==> src/hdl/mrfp_pkg.sv <==
// ----------------------------------------------------------------------------
// Modbus RTU frame parser package
// Shared types, protocol constants and the CRC-16/MODBUS byte update.
// ----------------------------------------------------------------------------
package mrfp_pkg;

  localparam int unsigned BYTE_W  = 8;
  localparam int unsigned WORD_W  = 16;
  localparam int unsigned POS_W   = 9;

  localparam logic [WORD_W-1:0] CRC_INIT = 16'hFFFF;
  localparam logic [WORD_W-1:0] CRC_POLY = 16'hA001;

  localparam logic [BYTE_W-1:0] FC_EXCEPTION_BIT   = 8'h80;
  localparam logic [BYTE_W-1:0] FC_READ_COILS      = 8'h01;
  localparam logic [BYTE_W-1:0] FC_READ_INPUT_REGS = 8'h04;
  localparam logic [BYTE_W-1:0] FC_WRITE_COIL      = 8'h05;
  localparam logic [BYTE_W-1:0] FC_WRITE_REG       = 8'h06;
  localparam logic [BYTE_W-1:0] FC_WRITE_COILS     = 8'h0F;
  localparam logic [BYTE_W-1:0] FC_WRITE_REGS      = 8'h10;

  localparam logic [POS_W-1:0] LEN_EXCEPTION = 9'd5;
  localparam logic [POS_W-1:0] LEN_FIXED     = 9'd8;
  localparam logic [POS_W-1:0] LEN_RSP_BASE  = 9'd5;
  localparam logic [POS_W-1:0] LEN_REQ_BASE  = 9'd9;

  localparam logic [POS_W-1:0] POS_FUNCTION  = 9'd1;
  localparam logic [POS_W-1:0] POS_ADDR_HI   = 9'd2;
  localparam logic [POS_W-1:0] POS_ADDR_LO   = 9'd3;
  localparam logic [POS_W-1:0] POS_WORD_HI   = 9'd4;
  localparam logic [POS_W-1:0] POS_WORD_LO   = 9'd5;
  localparam logic [POS_W-1:0] POS_REQ_COUNT = 9'd6;

  typedef enum logic [1:0] {
    KIND_REQUEST   = 2'd0,
    KIND_RESPONSE  = 2'd1,
    KIND_EXCEPTION = 2'd2
  } frame_kind_t;

  typedef struct packed {
    frame_kind_t        frame_kind;
    logic [BYTE_W-1:0]  slave_address;
    logic [BYTE_W-1:0]  function_code;
    logic [BYTE_W-1:0]  exception_code;
    logic [WORD_W-1:0]  start_address;
    logic [WORD_W-1:0]  quantity;
    logic [BYTE_W-1:0]  byte_count;
    logic [WORD_W-1:0]  single_value;
    logic [WORD_W-1:0]  crc_received;
    logic               crc_ok;
    logic [POS_W-1:0]   frame_length;
  } mrfp_result_t;

  function automatic logic [WORD_W-1:0] crc_update(input logic [WORD_W-1:0] crc_in,
                                                   input logic [BYTE_W-1:0] data);
    logic [WORD_W-1:0] crc;
    crc = crc_in ^ {8'h00, data};
    for (int k = 0; k < BYTE_W; k++) begin
      if (crc[0]) begin
        crc = (crc >> 1) ^ CRC_POLY;
      end else begin
        crc = crc >> 1;
      end
    end
    return crc;
  endfunction

endpackage

==> src/hdl/modbus_rtu_frame_parser.sv <==
// ----------------------------------------------------------------------------
// Modbus RTU frame parser
// Assembles Modbus RTU frames from a byte stream and reports each complete
// frame with its header fields and a CRC-16/MODBUS check.
// ----------------------------------------------------------------------------
// The block accepts one byte per clock cycle while its result register can
// take a report: each byte is registered on acceptance, and when it advances a
// single pass of logic updates the frame state, the running CRC (one byte per
// pass) and the captured header fields. After the transaction that carries the
// frame's last byte, that byte is registered and, as it advances, the frame
// report is loaded into a one-entry result register, where it waits; the slave
// side stalls only while that register is full and not being taken.
module modbus_rtu_frame_parser (
  input  logic         clk,
  input  logic         rst,
  input  logic         s_axis_tvalid,
  output logic         s_axis_tready,
  input  logic [7:0]   s_axis_tdata,   // [7:0] rx_byte
  input  logic         s_axis_tuser,   // [0] is_request
  output logic         m_axis_tvalid,
  input  logic         m_axis_tready,
  // [7:0] slave_address, [15:8] function_code, [23:16] exception_code,
  // [39:24] start_address, [55:40] quantity, [63:56] byte_count,
  // [79:64] single_value, [95:80] crc_received, [96] crc_ok,
  // [105:97] frame_length, [111:106] zero
  output logic [111:0] m_axis_tdata,
  output logic [1:0]   m_axis_tuser    // [1:0] frame_kind
);
  import mrfp_pkg::*;

  logic         in_valid;
  logic [7:0]   in_byte;
  logic         in_dir;
  logic         advance;
  logic         res_valid;
  mrfp_result_t res;
  mrfp_result_t out_data;

  assign advance       = in_valid && (!m_axis_tvalid || m_axis_tready);
  assign s_axis_tready = !in_valid || advance;

  always_ff @(posedge clk) begin
    if (rst) begin
      in_valid <= 1'b0;
    end else if (s_axis_tvalid && s_axis_tready) begin
      in_valid <= 1'b1;
    end else if (advance) begin
      in_valid <= 1'b0;
    end
  end

  always_ff @(posedge clk) begin
    if (s_axis_tvalid && s_axis_tready) begin
      in_byte <= s_axis_tdata;
      in_dir  <= s_axis_tuser;
    end
  end

  mrfp_core u_core (
    .clk        (clk),
    .rst        (rst),
    .en         (advance),
    .rx_byte    (in_byte),
    .is_request (in_dir),
    .res_valid  (res_valid),
    .res        (res)
  );

  mrfp_out_reg u_out_reg (
    .clk       (clk),
    .rst       (rst),
    .load      (advance && res_valid),
    .load_data (res),
    .take      (m_axis_tready),
    .valid     (m_axis_tvalid),
    .data      (out_data)
  );

  assign m_axis_tuser = out_data.frame_kind;
  assign m_axis_tdata = {6'b000000,
                         out_data.frame_length,
                         out_data.crc_ok,
                         out_data.crc_received,
                         out_data.single_value,
                         out_data.byte_count,
                         out_data.quantity,
                         out_data.start_address,
                         out_data.exception_code,
                         out_data.function_code,
                         out_data.slave_address};

endmodule

==> src/hdl/mrfp_core.sv <==
// ----------------------------------------------------------------------------
// Modbus RTU frame parser core
// Frame state, running CRC and header field capture, one byte per enable.
// ----------------------------------------------------------------------------
module mrfp_core (
  input  logic                 clk,
  input  logic                 rst,
  input  logic                 en,
  input  logic [7:0]           rx_byte,
  input  logic                 is_request,
  output logic                 res_valid,
  output mrfp_pkg::mrfp_result_t res
);
  import mrfp_pkg::*;

  logic [POS_W-1:0]  byte_position, byte_position_next;
  logic [POS_W-1:0]  target_length, target_length_next;
  logic [WORD_W-1:0] running_crc, running_crc_next;
  logic [BYTE_W-1:0] held_slave, held_slave_next;
  logic [BYTE_W-1:0] held_function, held_function_next;
  logic              held_direction, held_direction_next;
  logic [WORD_W-1:0] held_address, held_address_next;
  logic [WORD_W-1:0] held_quantity, held_quantity_next;
  logic [BYTE_W-1:0] held_count, held_count_next;
  logic [BYTE_W-1:0] held_exception, held_exception_next;
  logic [WORD_W-1:0] held_value, held_value_next;
  logic [BYTE_W-1:0] crc_low_byte, crc_low_byte_next;

  logic [POS_W:0]    pos_plus1, pos_plus2;
  logic [WORD_W-1:0] crc_rx;
  logic              fc_exc, fc_req_fixed, fc_multi, fc_single, fc_rsp_read, fc_ok;
  logic              h_exc, h_req, h_single, h_multi;

  assign pos_plus1 = {1'b0, byte_position} + 10'd1;
  assign pos_plus2 = {1'b0, byte_position} + 10'd2;
  assign crc_rx    = {rx_byte, crc_low_byte};

  assign fc_exc       = (rx_byte & FC_EXCEPTION_BIT) != 8'h00;
  assign fc_single    = (rx_byte == FC_WRITE_COIL) || (rx_byte == FC_WRITE_REG);
  assign fc_multi     = (rx_byte == FC_WRITE_COILS) || (rx_byte == FC_WRITE_REGS);
  assign fc_rsp_read  = (rx_byte >= FC_READ_COILS) && (rx_byte <= FC_READ_INPUT_REGS);
  assign fc_req_fixed = fc_rsp_read || fc_single;
  assign fc_ok        = fc_exc || fc_single || fc_multi || fc_rsp_read;

  assign h_exc    = (held_function & FC_EXCEPTION_BIT) != 8'h00;
  assign h_req    = held_direction;
  assign h_single = (held_function == FC_WRITE_COIL) || (held_function == FC_WRITE_REG);
  assign h_multi  = (held_function == FC_WRITE_COILS) || (held_function == FC_WRITE_REGS);

  always_comb begin
    byte_position_next  = byte_position;
    target_length_next  = target_length;
    running_crc_next    = running_crc;
    held_slave_next     = held_slave;
    held_function_next  = held_function;
    held_direction_next = held_direction;
    held_address_next   = held_address;
    held_quantity_next  = held_quantity;
    held_count_next     = held_count;
    held_exception_next = held_exception;
    held_value_next     = held_value;
    crc_low_byte_next   = crc_low_byte;
    res_valid           = 1'b0;
    res                 = '0;

    res.frame_kind     = h_exc ? KIND_EXCEPTION : (h_req ? KIND_REQUEST : KIND_RESPONSE);
    res.slave_address  = held_slave;
    res.function_code  = held_function;
    res.exception_code = held_exception;
    res.start_address  = held_address;
    res.quantity       = held_quantity;
    res.byte_count     = held_count;
    res.single_value   = held_value;
    res.crc_received   = crc_rx;
    res.crc_ok         = crc_rx == running_crc;
    res.frame_length   = target_length;

    if (en) begin
      if (byte_position == '0 ||
          (byte_position == POS_FUNCTION && !fc_ok) ||
          (byte_position == POS_FUNCTION && !fc_exc && !is_request && !fc_rsp_read &&
           !fc_single && !fc_multi)) begin
        // New frame, or resynchronisation on an unknown function code.
        held_slave_next     = rx_byte;
        held_function_next  = '0;
        held_direction_next = 1'b0;
        held_address_next   = '0;
        held_quantity_next  = '0;
        held_count_next     = '0;
        held_exception_next = '0;
        held_value_next     = '0;
        crc_low_byte_next   = '0;
        target_length_next  = '0;
        running_crc_next    = crc_update(CRC_INIT, rx_byte);
        byte_position_next  = POS_FUNCTION;
      end else if (byte_position == POS_FUNCTION) begin
        if (fc_exc) begin
          target_length_next = LEN_EXCEPTION;
        end else if (is_request) begin
          target_length_next = fc_req_fixed ? LEN_FIXED : '0;
        end else begin
          target_length_next = fc_rsp_read ? '0 : LEN_FIXED;
        end
        held_function_next  = rx_byte;
        held_direction_next = is_request;
        running_crc_next    = crc_update(running_crc, rx_byte);
        byte_position_next  = POS_ADDR_HI;
      end else if (target_length != '0 && pos_plus2 == {1'b0, target_length}) begin
        crc_low_byte_next  = rx_byte;
        byte_position_next = pos_plus1[POS_W-1:0];
      end else if (target_length != '0 && pos_plus1 == {1'b0, target_length}) begin
        res_valid           = 1'b1;
        byte_position_next  = '0;
        target_length_next  = '0;
        running_crc_next    = CRC_INIT;
        held_slave_next     = '0;
        held_function_next  = '0;
        held_direction_next = 1'b0;
        held_address_next   = '0;
        held_quantity_next  = '0;
        held_count_next     = '0;
        held_exception_next = '0;
        held_value_next     = '0;
        crc_low_byte_next   = '0;
      end else begin
        running_crc_next   = crc_update(running_crc, rx_byte);
        byte_position_next = pos_plus1[POS_W-1:0];
        if (h_exc) begin
          if (byte_position == POS_ADDR_HI) begin
            held_exception_next = rx_byte;
          end
        end else if (!h_req && held_function <= FC_READ_INPUT_REGS) begin
          if (byte_position == POS_ADDR_HI) begin
            held_count_next    = rx_byte;
            target_length_next = LEN_RSP_BASE + {1'b0, rx_byte};
          end
        end else begin
          priority if (byte_position == POS_ADDR_HI) begin
            held_address_next = {rx_byte, 8'h00};
          end else if (byte_position == POS_ADDR_LO) begin
            held_address_next = held_address | {8'h00, rx_byte};
          end else if (byte_position == POS_WORD_HI) begin
            if (h_single) begin
              held_value_next = {rx_byte, 8'h00};
            end else begin
              held_quantity_next = {rx_byte, 8'h00};
            end
          end else if (byte_position == POS_WORD_LO) begin
            if (h_single) begin
              held_value_next = held_value | {8'h00, rx_byte};
            end else begin
              held_quantity_next = held_quantity | {8'h00, rx_byte};
            end
          end else if (byte_position == POS_REQ_COUNT && h_req && h_multi) begin
            held_count_next    = rx_byte;
            target_length_next = LEN_REQ_BASE + {1'b0, rx_byte};
          end else begin
          end
        end
      end
    end
  end

  always_ff @(posedge clk) begin
    if (rst) begin
      byte_position  <= '0;
      target_length  <= '0;
      running_crc    <= CRC_INIT;
      held_slave     <= '0;
      held_function  <= '0;
      held_direction <= 1'b0;
      held_address   <= '0;
      held_quantity  <= '0;
      held_count     <= '0;
      held_exception <= '0;
      held_value     <= '0;
      crc_low_byte   <= '0;
    end else begin
      byte_position  <= byte_position_next;
      target_length  <= target_length_next;
      running_crc    <= running_crc_next;
      held_slave     <= held_slave_next;
      held_function  <= held_function_next;
      held_direction <= held_direction_next;
      held_address   <= held_address_next;
      held_quantity  <= held_quantity_next;
      held_count     <= held_count_next;
      held_exception <= held_exception_next;
      held_value     <= held_value_next;
      crc_low_byte   <= crc_low_byte_next;
    end
  end

endmodule

==> src/hdl/mrfp_out_reg.sv <==
// ----------------------------------------------------------------------------
// Modbus RTU frame parser result register
// Holds one finished frame report until the downstream side takes it.
// ----------------------------------------------------------------------------
module mrfp_out_reg (
  input  logic                   clk,
  input  logic                   rst,
  input  logic                   load,
  input  mrfp_pkg::mrfp_result_t load_data,
  input  logic                   take,
  output logic                   valid,
  output mrfp_pkg::mrfp_result_t data
);
  import mrfp_pkg::*;

  always_ff @(posedge clk) begin
    if (rst) begin
      valid <= 1'b0;
    end else if (load) begin
      valid <= 1'b1;
    end else if (take) begin
      valid <= 1'b0;
    end
  end

  always_ff @(posedge clk) begin
    if (load) begin
      data <= load_data;
    end
  end

endmodule
==> config.mk <==
export PLATFORM = sky130hd
export DESIGN_NAME = modbus_rtu_frame_parser
export DESIGN_NICKNAME = d
export VERILOG_FILES = /design/src/hdl/mrfp_pkg.sv /design/src/hdl/modbus_rtu_frame_parser.sv /design/src/hdl/mrfp_core.sv /design/src/hdl/mrfp_out_reg.sv
export SDC_FILE = /design/constraint.sdc
export NUM_CORES = 1
export LEC_CHECK = 0
export ABC_AREA = 1
export BUFFER_PORTS_ARGS = -buffer_cell sky130_fd_sc_hd__buf_4
export CORE_MARGIN = 8
export CORE_UTILIZATION = 40
export DETAILED_ROUTE_END_ITERATION = 6
export RECOVER_POWER = 25
export SLEW_MARGIN = 20
export SYNTH_ARGS = -nofsm -noshare
export SYNTH_HDL_FRONTEND = slang
export SYNTH_SLANG_ARGS = --single-unit
==> constraint.sdc <==
create_clock -name clk -period 16.5 [get_ports clk]
set_clock_uncertainty 0.1 [all_clocks]
set_input_delay 1.65 -clock clk [delete_from_list [all_inputs] [get_ports clk]]
set_output_delay 1.65 -clock clk [all_outputs]
set_load 0.1 [all_outputs]
-- Yosys cells after proc, flatten, opt, wreduce, memory -nomap -nowiden
Cells that the tools add are included.
W data, S select, Z words.
- bits in registers: 242
- input bits: 13
- output and inout port bits: 116
- word-level logic and storage cells: 347
- $add $sub $neg: 4
- $lt $le $gt $ge: 3
- equal/unequal tests: 36
- muxes and demuxes: 189
- bitwise operators: 28
- reductions and logical operators: 60
- operator list (cell ; count):
    $mux W16 ; 129
    $mux W8 ; 26
    $mux W9 ; 18
    $not A2 Y3 ; 23
    $or A16 B8 Y16 ; 3
    $eq A8 B3 Y1 const B ; 4
    $eq A9 B3 Y1 const B ; 3
    $reduce_and A9 Y1 ; 3
    $eq A10 B9 Y1 ; 2
    $ne A5 B1 Y1 const B ; 4
    $eq A9 B2 Y1 const B ; 2
    $eq A16 B16 Y1 ; 1
    $eq A8 B4 Y1 const B ; 2
    $eq A8 B5 Y1 const B ; 2
    $le A8 B3 Y1 const B ; 2
    $ne A4 B1 Y1 const B ; 4
    $not A8 Y16 ; 1
    $xor A16 B8 Y16 ; 1
    $logic_and A1 B1 Y1 ; 15
    $reduce_bool A3 Y1 ; 5
    $mux W1 ; 14
    $logic_or A1 B1 Y1 ; 12
    $ne A3 B1 Y1 const B ; 4
    $reduce_bool A4 Y1 ; 3
    other kinds (24) ; 37

-- Depth between registers and ports, before layout
Gate-level depths: netlist of the first run.
- depth after elaboration: 59
- gate-level depth with buffers: 19
- mapped depth without buffers: 18

-- Modules after synthesis
From an unflattened synthesis of the first run, not the netlist that was laid out.
- cells, all modules: 1199
- area total of the unflattened synthesis: 10825.4 µm²
- by module, submodules not included (module ; instances ; cells an instance ; area an instance (µm²) ; seq. area each (µm²)):
    mrfp_core ; 1 ; 1058 ; 7150.6 ; 2462.4
    mrfp_out_reg ; 1 ; 113 ; 3283.1 ; 3263.1
    modbus_rtu_frame_parser ; 1 ; 28 ; 391.6 ; 290.3

-- Worst setup path after synthesis of the first run
No wires, ideal clock.
- path type: input to register
- start: input m_axis_tready
- end: register u_out_reg.data[0] (netlist bit) (enable)
- library setup time: 843 ps
- data arrival time: 12579 ps
- data required time: 15557 ps
- slack: 2978 ps
- stages: 4
- buffers on the path: 0
- cells stage by stage: nor2_1 > nor2_1 > inv_1 > nor4_1
- longest elaborated chain between the ends: 4
- RTL lines (what ; line ; RTL):
    start: declaration ; modbus_rtu_frame_parser.sv:21 ; input logic m_axis_tready,
    $logic_or A1 B1 Y1 * ; modbus_rtu_frame_parser.sv:39 ; assign advance = in_valid && (!m_axis_tvalid || m_axis_tready);
    $logic_and A1 B1 Y1 * ; modbus_rtu_frame_parser.sv:39 ;
    $mux W1 ; mrfp_core.sv:78 ; if (en) begin
    $logic_and A1 B1 Y1 * ; modbus_rtu_frame_parser.sv:72 ; .load (advance && res_valid),
    via u_out_reg.load ; mrfp_out_reg.sv:8 ; input logic load,
    end signal: assignment ; mrfp_out_reg.sv:28 ; data <= load_data;
    end: declaration ; mrfp_out_reg.sv:12 ; output mrfp_pkg::mrfp_result_t data
The timed path passes the listed nets; every way through them passes the cells marked *.
A chain may end at the register's enable or synchronous reset.

==> results.py, run 1 <==
metrics = {
    "clock_tree": {
        "htree_levels": 1,
        "cts-resized-gates": 0,
        "clock_sinks": 242,
        "cts_root_buf": "clkbuf_16",
        "cts_buffer_depth": 3,
        "clk_pin_slew_worst_paths_ns": 0.06,
        "cts_setup_buffers": 0,
        "cts_tree": "yes",
        "clock_latency_ns": 0.53,
        "cts_buffers": 25,
        "holdBufCountCts": 0,
    },
    "placed_design": {
        "dp_hpwl_microns": 19400,
        "port_buffers": 122,
        "gp_congestion": 0.886,
    },
    "synth": {
        "synth_edf_count": 117,
        "synth_fa_ha_area_frac": 0.0255,
        "synth_area_per_cell_sq_um": 9.06,
        "ys.flop_type": "dfxtp_1",
        "synth_xor_area_frac": 0.0423,
        "synth_compound_area_frac": 0.0807,
        "synth-simple-area-share": 0.228,
        "async_flop_share": 0,
        "yosysWarnings": 0,
        "ys_types": 46,
        "synth_area_sq_mm": 0.0108,
        "synth_seq_cells": 242,
        "synthCells": 1190,
        "synthMuxAreaShare": 0,
        "yosysSeqAreaShare": 0.558,
        "synth_top_family_by_area": "simple AND/OR/NAND/NOR gates",
    },
    "floorplanning": {
        "initial_core_util": 0.403,
        "rows": 60,
        "die_h_microns": 180,
        "fp.dieW_microns": 180,
        "core-area_sq_mm": 0.0267,
        "boundaryPins": 129,
        "design.die.area_sq_mm": 0.0325,
    },
    "worst_hold_path": {
        "min_path_type": "flop to flop",
        "min_from": "u_core.held_exception[7]",
    },
    "drt": {
        "remaining_drc_errors": 0,
        "ant_nets": 0,
        "via_per_inst": 4.99,
        "routed_wl_microns": 27800,
        "num_vias": 8315,
        "drt_pass1_iterations": 5,
        "drt_iter0_drc": 637,
        "wl_per_cell_microns": 16.7,
    },
    "pwr": {
        "p_seq_frac": 0.471,
        "ir_drop_mv": 0.0633,
        "p_leak_nw": 5.08,
        "power_w": 0.00141,
        "combPwrFrac": 0.113,
        "swShare": 0.257,
        "p_int_w": 0.00105,
        "power.switching_w": 0.000361,
        "power-per-cell-area_mw_per_mm2": 110,
        "p_clk_frac": 0.416,
    },
    "grt": {
        "antenna_found_initial": 0,
        "grt_pass1_vias": 7937,
        "grt_overflow": 0,
        "grt_max_degree": 80,
        "grt_pass1_wl_microns": 43600,
        "grt_usage": 0.165,
    },
    "finish": {
        "antenna_cells": 0,
        "layout-drive-gt1-share": 0.164,
        "ff_latch_area_sq_mm": 0.00602,
        "syn2layout_area_growth_pct": 18.7,
        "multiInputGateArea_sq_mm": 0.00409,
        "n_fill_cell": 2569,
        "layout.nets": 1341,
        "final_core_util": 0.479,
    },
    "setup_path": {
        "critPathLaunch": "rst",
        "critical_path_arrival_ns": 5.06,
        "required_ns": 16.80,
        "critPathBufInv": 3,
        "endpoint_kind": "flop",
        "worst-setup-path-type": "primary input to flop",
        "crit_slowest_cell": "clkbuf_1",
        "worstPathCellList": "clkbuf_1, clkinv_1, buf_4, o21ai_2, o21ai_1",
        "r2r-start": "in_byte[0]",
        "critical_path.top_delay_family": "buffers and inverters",
        "critPathMaxFanout": 68,
        "cpPeakStageDelay_ns": 2.27,
        "start_kind": "primary input",
    },
    "timing": {
        "finalSetupViolCount": 0,
        "fin_setup_tns_ns": 0,
        "clock.fmax_ghz": 0.210,
        "rsz0062_at_grt": "no",
        "worstMarginPinSlew_ns": 3.30,
        "hold_ws_ns": 0.326,
        "period_share": 0.288,
        "slew_headroom": -1.20,
        "hold_viol": 0,
        "final_max_slew_viol_count": 69,
        "layout_min_cycle_time_ns": 4.75,
    },
    "outcome": {
        "status": "complete, but fails checks",
        "failed_checks": "capacitance limit, slew limit",
    },
    "flow_run": {
        "cap_violations": 1,
    },
}
==> metrics by stage <==
stage          worst slack (ns)  area [sq um]  cells
3_5_place_dp              12.40         12000   1620
3_3_place_gp              12.47         12000   1620
4_1_cts                   12.44         12800   1666
5_1_grt                   11.29         12800   1666
6_report                  11.75         12800   1666
2_1_floorplan              2.98         10800   1195
==> power by group through the flow <==
| stage | combinational (W) | sequential [W] | clock, W |
|---|---|---|---|
| floorplan | 0.000123 | 0.000675 | 0 |
| global placement | 0.000157 | 0.000676 | 0 |
| detailed placement | 0.000158 | 0.000677 | 0 |
| CTS | 0.000159 | 0.000664 | 0.000600 |
| global route | 0.000177 | 0.000666 | 0.000622 |
| finish | 0.000159 | 0.000664 | 0.000586 |
==> per-layer routing <==
layer  part of all wire  wire, microns  track usage
met1               0.47          13000        0.222
met4              0.018            505       0.0403
met5                  0              0            0
met3              0.062           1730       0.0329
met2               0.45          12600        0.269
==> path summary, 6_finish.rpt <==
kind / depth (start not counted) / end / slack [ns]
max: 5 / u_core.held_value[15] / 11.75
min: 0 / u_out_reg.data[89] / 0.33
min reg2reg: 0 / u_out_reg.data[89] / 0.33
max reg2reg: 16 / u_core.crc_low_byte[4] / 11.96
==> Yosys cell counts, types with 6 or more instances <==
cell type	number	area, sq um
a21oi_1	99	495
buf_2	17	85.1
buf_4	8	60.1
clkbuf_1	17	63.8
dfxtp_1	125	2500
edfxtp_1	117	3510
ha_1	22	275
inv_1	99	372
inv_2	8	30.0
nand2_1	248	931
nand2_2	8	50.1
nand3_1	88	440
nand4_1	21	131
nor2_1	136	510
nor2_2	6	37.5
nor3_1	15	75.1
o211ai_1	8	60.1
o21ai_0	33	165
o21ai_1	13	65.1
xnor2_1	37	324
xor2_1	15	131
==> area by class of cell <==
class,count,share of cell area
Timing Repair Buffer,133,0.0763
Sequential cell,242,0.470
Multi-Input combinational cell,793,0.320
Clock inverter,15,0.0151
Tap cell,341,0.0333
Clock buffer,31,0.0522
Inverter,111,0.0333
==> layout by cell type (no fill, tap or decap), types with 4 or more instances in the layout <==
cell / instances
o21ai_0: 33
nand2_2: 8
nor2_1: 136
ha_1: 22
bufinv_16: 4
clkinv_1: 4
o211ai_1: 8
nor2_2: 6
clkbuf_1: 10
dfxtp_1: 125
inv_1: 98
inv_2: 8
o21ai_1: 13
edfxtp_1: 117
xnor2_1: 37
nor3_1: 15
clkbuf_4: 9
a21oi_1: 99
nand3_1: 88
nor2_4: 5
buf_4: 118
conb_1: 6
nand2_1: 248
clkbuf_16: 25
xor2_1: 15
nand4_1: 21
==> logic make-up (layout without fill, tap and decap cells) <==
logic type               Yosys count  in the layout
flip-flops                       242            242
buffers and inverters            160            290
other                              1              6
AO/OA/AOI/OAI                    162            162
adder cells (fa/ha/maj)           22             22
XOR/XNOR                          52             52
AND/OR/NAND/NOR                  551            551
==> registers in the layout (all words and copies together) (netlist names) <==
signal                 flops
u_core.target_length       9
in_byte                    8
u_core.byte_position       9
u_core.running_crc        16
u_out_reg.data           108
u_core.held_quantity      16
u_core.h_req               1
u_core.held_count          8
u_out_reg.valid            1
u_core.held_value         16
u_core.held_address       16
in_dir                     1
u_core.held_exception      8
u_core.held_function       8
u_core.crc_low_byte        8
u_core.held_slave          8
in_valid                   1
No activity file was read; power rests on OpenSTA's default activity.
==> run 2: changes to the inputs <==
Clock period 16.5 ns to 4.5 ns, I/O delays scaled along.
==> results.py, run 2 (synthesis gave the netlist of run 1 again) <==
metrics = {
    "clock_tree": {
        "htree_levels": 1,
        "clk_pin_slew_worst_paths_ns": 0.06,
        "cts_buffer_depth": 3,
        "cts-resized-gates": 0,
        "cts_root_buf": "clkbuf_16",
        "cts_buffers": 26,
        "cts_setup_buffers": 0,
        "clock_latency_ns": 0.53,
        "cts_tree": "yes",
        "clock_sinks": 242,
    },
    "pwr": {
        "p_leak_nw": 5.14,
        "ir_drop_mv": 0.246,
        "p_int_w": 0.00379,
        "power_w": 0.00514,
        "p_clk_frac": 0.408,
        "combPwrFrac": 0.119,
        "p_seq_frac": 0.473,
        "power-per-cell-area_mw_per_mm2": 395,
        "swShare": 0.263,
        "power.switching_w": 0.00135,
    },
    "timing": {
        "hold_ws_ns": 0.0216,
        "worstMarginPinSlew_ns": 1.08,
        "slew_headroom": 0.278,
        "period_share": 0.838,
        "rsz0062_at_grt": "no",
        "fin_setup_tns_ns": 0,
        "finalSetupViolCount": 0,
        "final_max_slew_viol_count": 0,
        "layout_min_cycle_time_ns": 3.77,
        "clock.fmax_ghz": 0.265,
        "hold_viol": 0,
    },
    "setup_path": {
        "worstPathCellList": "ha_1, nand2_1, nor2_1, nor2_1, nand3_1, nor2_1, nor2_2, buf_4, nand3_4, nand2_1, nand2_1, inv_2, nor2_1, nand2_1, nand2_1, nand2_1",
        "critical_path_arrival_ns": 4.11,
        "cp_common_cell": "nand2_1",
        "endpoint_kind": "flop",
        "required_ns": 4.84,
        "worst-setup-path-type": "flop to flop",
        "critical_path.top_delay_family": "simple AND/OR/NAND/NOR gates",
        "cpPeakStageDelay_ns": 0.88,
        "crit_slowest_cell": "edfxtp_1",
        "critPathBufInv": 2,
        "critPathMaxFanout": 27,
        "start_kind": "flop",
    },
    "placed_design": {
        "dp_hpwl_microns": 20500,
        "port_buffers": 122,
        "place_inst": 1626,
        "gp_congestion": 0.908,
        "placed_cell_area_sq_mm": 0.0121,
    },
    "drt": {
        "drt_iter0_drc": 709,
        "via_per_inst": 5.04,
        "num_vias": 8477,
        "wl_per_cell_microns": 17.2,
        "drt_pass1_iterations": 5,
        "routed_wl_microns": 28900,
        "ant_nets": 0,
        "remaining_drc_errors": 0,
    },
    "flow_run": {
        "cap_violations": 0,
    },
    "finish": {
        "layout-drive-gt1-share": 0.174,
        "syn2layout_area_growth_pct": 20.8,
        "design_area_sq_mm": 0.0130,
        "largest_reg_flops": 108,
        "antenna_cells": 0,
        "fin_cells": 1682,
        "layout_commonest_cell": "nand2_1",
        "n_fill_cell": 2544,
        "layout.nets": 1357,
        "final_cell_mix": "nand2_1 (248), nor2_1 (136), dfxtp_1 (125), buf_4 (121), edfxtp_1 (117)",
        "regMostFlops": "u_out_reg.data",
    },
    "grt": {
        "antenna_found_initial": 0,
        "grt_overflow": 0,
        "grt_max_degree": 65,
        "grt_pass1_wl_microns": 46000,
        "grt_pass1_vias": 8204,
        "grt_usage": 0.173,
    },
    "worst_hold_path": {
        "min_path_type": "primary input to flop",
    },
    "outcome": {
        "status": "finished, final reports clean",
    },
    "floorplanning": {
        "die_h_microns": 180,
        "fp.dieW_microns": 180,
        "core-area_sq_mm": 0.0267,
        "rows": 60,
        "initial_core_util": 0.403,
        "design.die.area_sq_mm": 0.0325,
        "boundaryPins": 129,
    },
}
==> run 2: cell types whose count changed in the layout (fill, tap and decap cells not counted), sizes merged <==
cell / previous run / this run
inv: 111 / 109
bufinv: 4 / 2
buf: 118 / 123
clkbuf: 46 / 47
dlygate4sd3: 0 / 9
clkinv: 8 / 13
==> run 2: cell type report <==
| cell class | instances | area, sq um | share of cell area |
|---|---|---|---|
| inverters | 111 | 443 | 0.0340 |
| multi-input cells | 793 | 4150 | 0.319 |
| clock buffers | 31 | 701 | 0.0538 |
| well taps | 341 | 427 | 0.0328 |
| repair buffers | 148 | 1130 | 0.0870 |
| flip-flops and latches | 242 | 6020 | 0.462 |
| clock inverters | 16 | 145 | 0.0112 |
==> run 2: metrics by stage <==
step,worst slack (ns),util
6_report,0.727,0.487
4_1_cts,0.752,0.488
2_1_floorplan,-1.18,-
3_3_place_gp,0.788,0.453
5_1_grt,0.364,0.487
3_5_place_dp,0.763,0.453
==> run 2: final timing paths <==
kind	startpoint	to	slack [ns]	cells past startpoint
worst max-delay path	in_byte[0]	u_core.running_crc[15]	0.73	16
worst min-delay path	rst	u_core.held_slave[2]	0.02	2
worst max register to register	in_byte[0]	u_core.running_crc[15]	0.73	16
worst min register to register	u_core.held_exception[6]	u_out_reg.data[88]	0.33	0
==> run 2: timing repair <==
item	in CTS	in global routing
hold endpoints to repair	9	0
hold buffers	9	0
setup endpoints to repair	0	0
==> run 2: power by group through the flow <==
stage	sequential [W]	clock, W	combinational [W]
floorplan	0.00247	0	0.000464
global placement	0.00248	0	0.000599
detailed placement	0.00248	0	0.000602
CTS	0.00243	0.00215	0.000611
global route	0.00244	0.00224	0.000677
finish	0.00243	0.00210	0.000612
==> run 2: per-layer routing <==
| layer | vias up | routed length [microns] | part of all wire | GRT usage |
|---|---|---|---|---|
| li1 | 4204 | - | - | - |
| met1 | 3940 | 13500 | 0.47 | 0.240 |
| met2 | 275 | 12900 | 0.45 | 0.273 |
| met3 | 58 | 1890 | 0.066 | 0.0315 |
| met4 | 0 | 628 | 0.022 | 0.0513 |
| met5 | - | 0 | 0 | 0 |
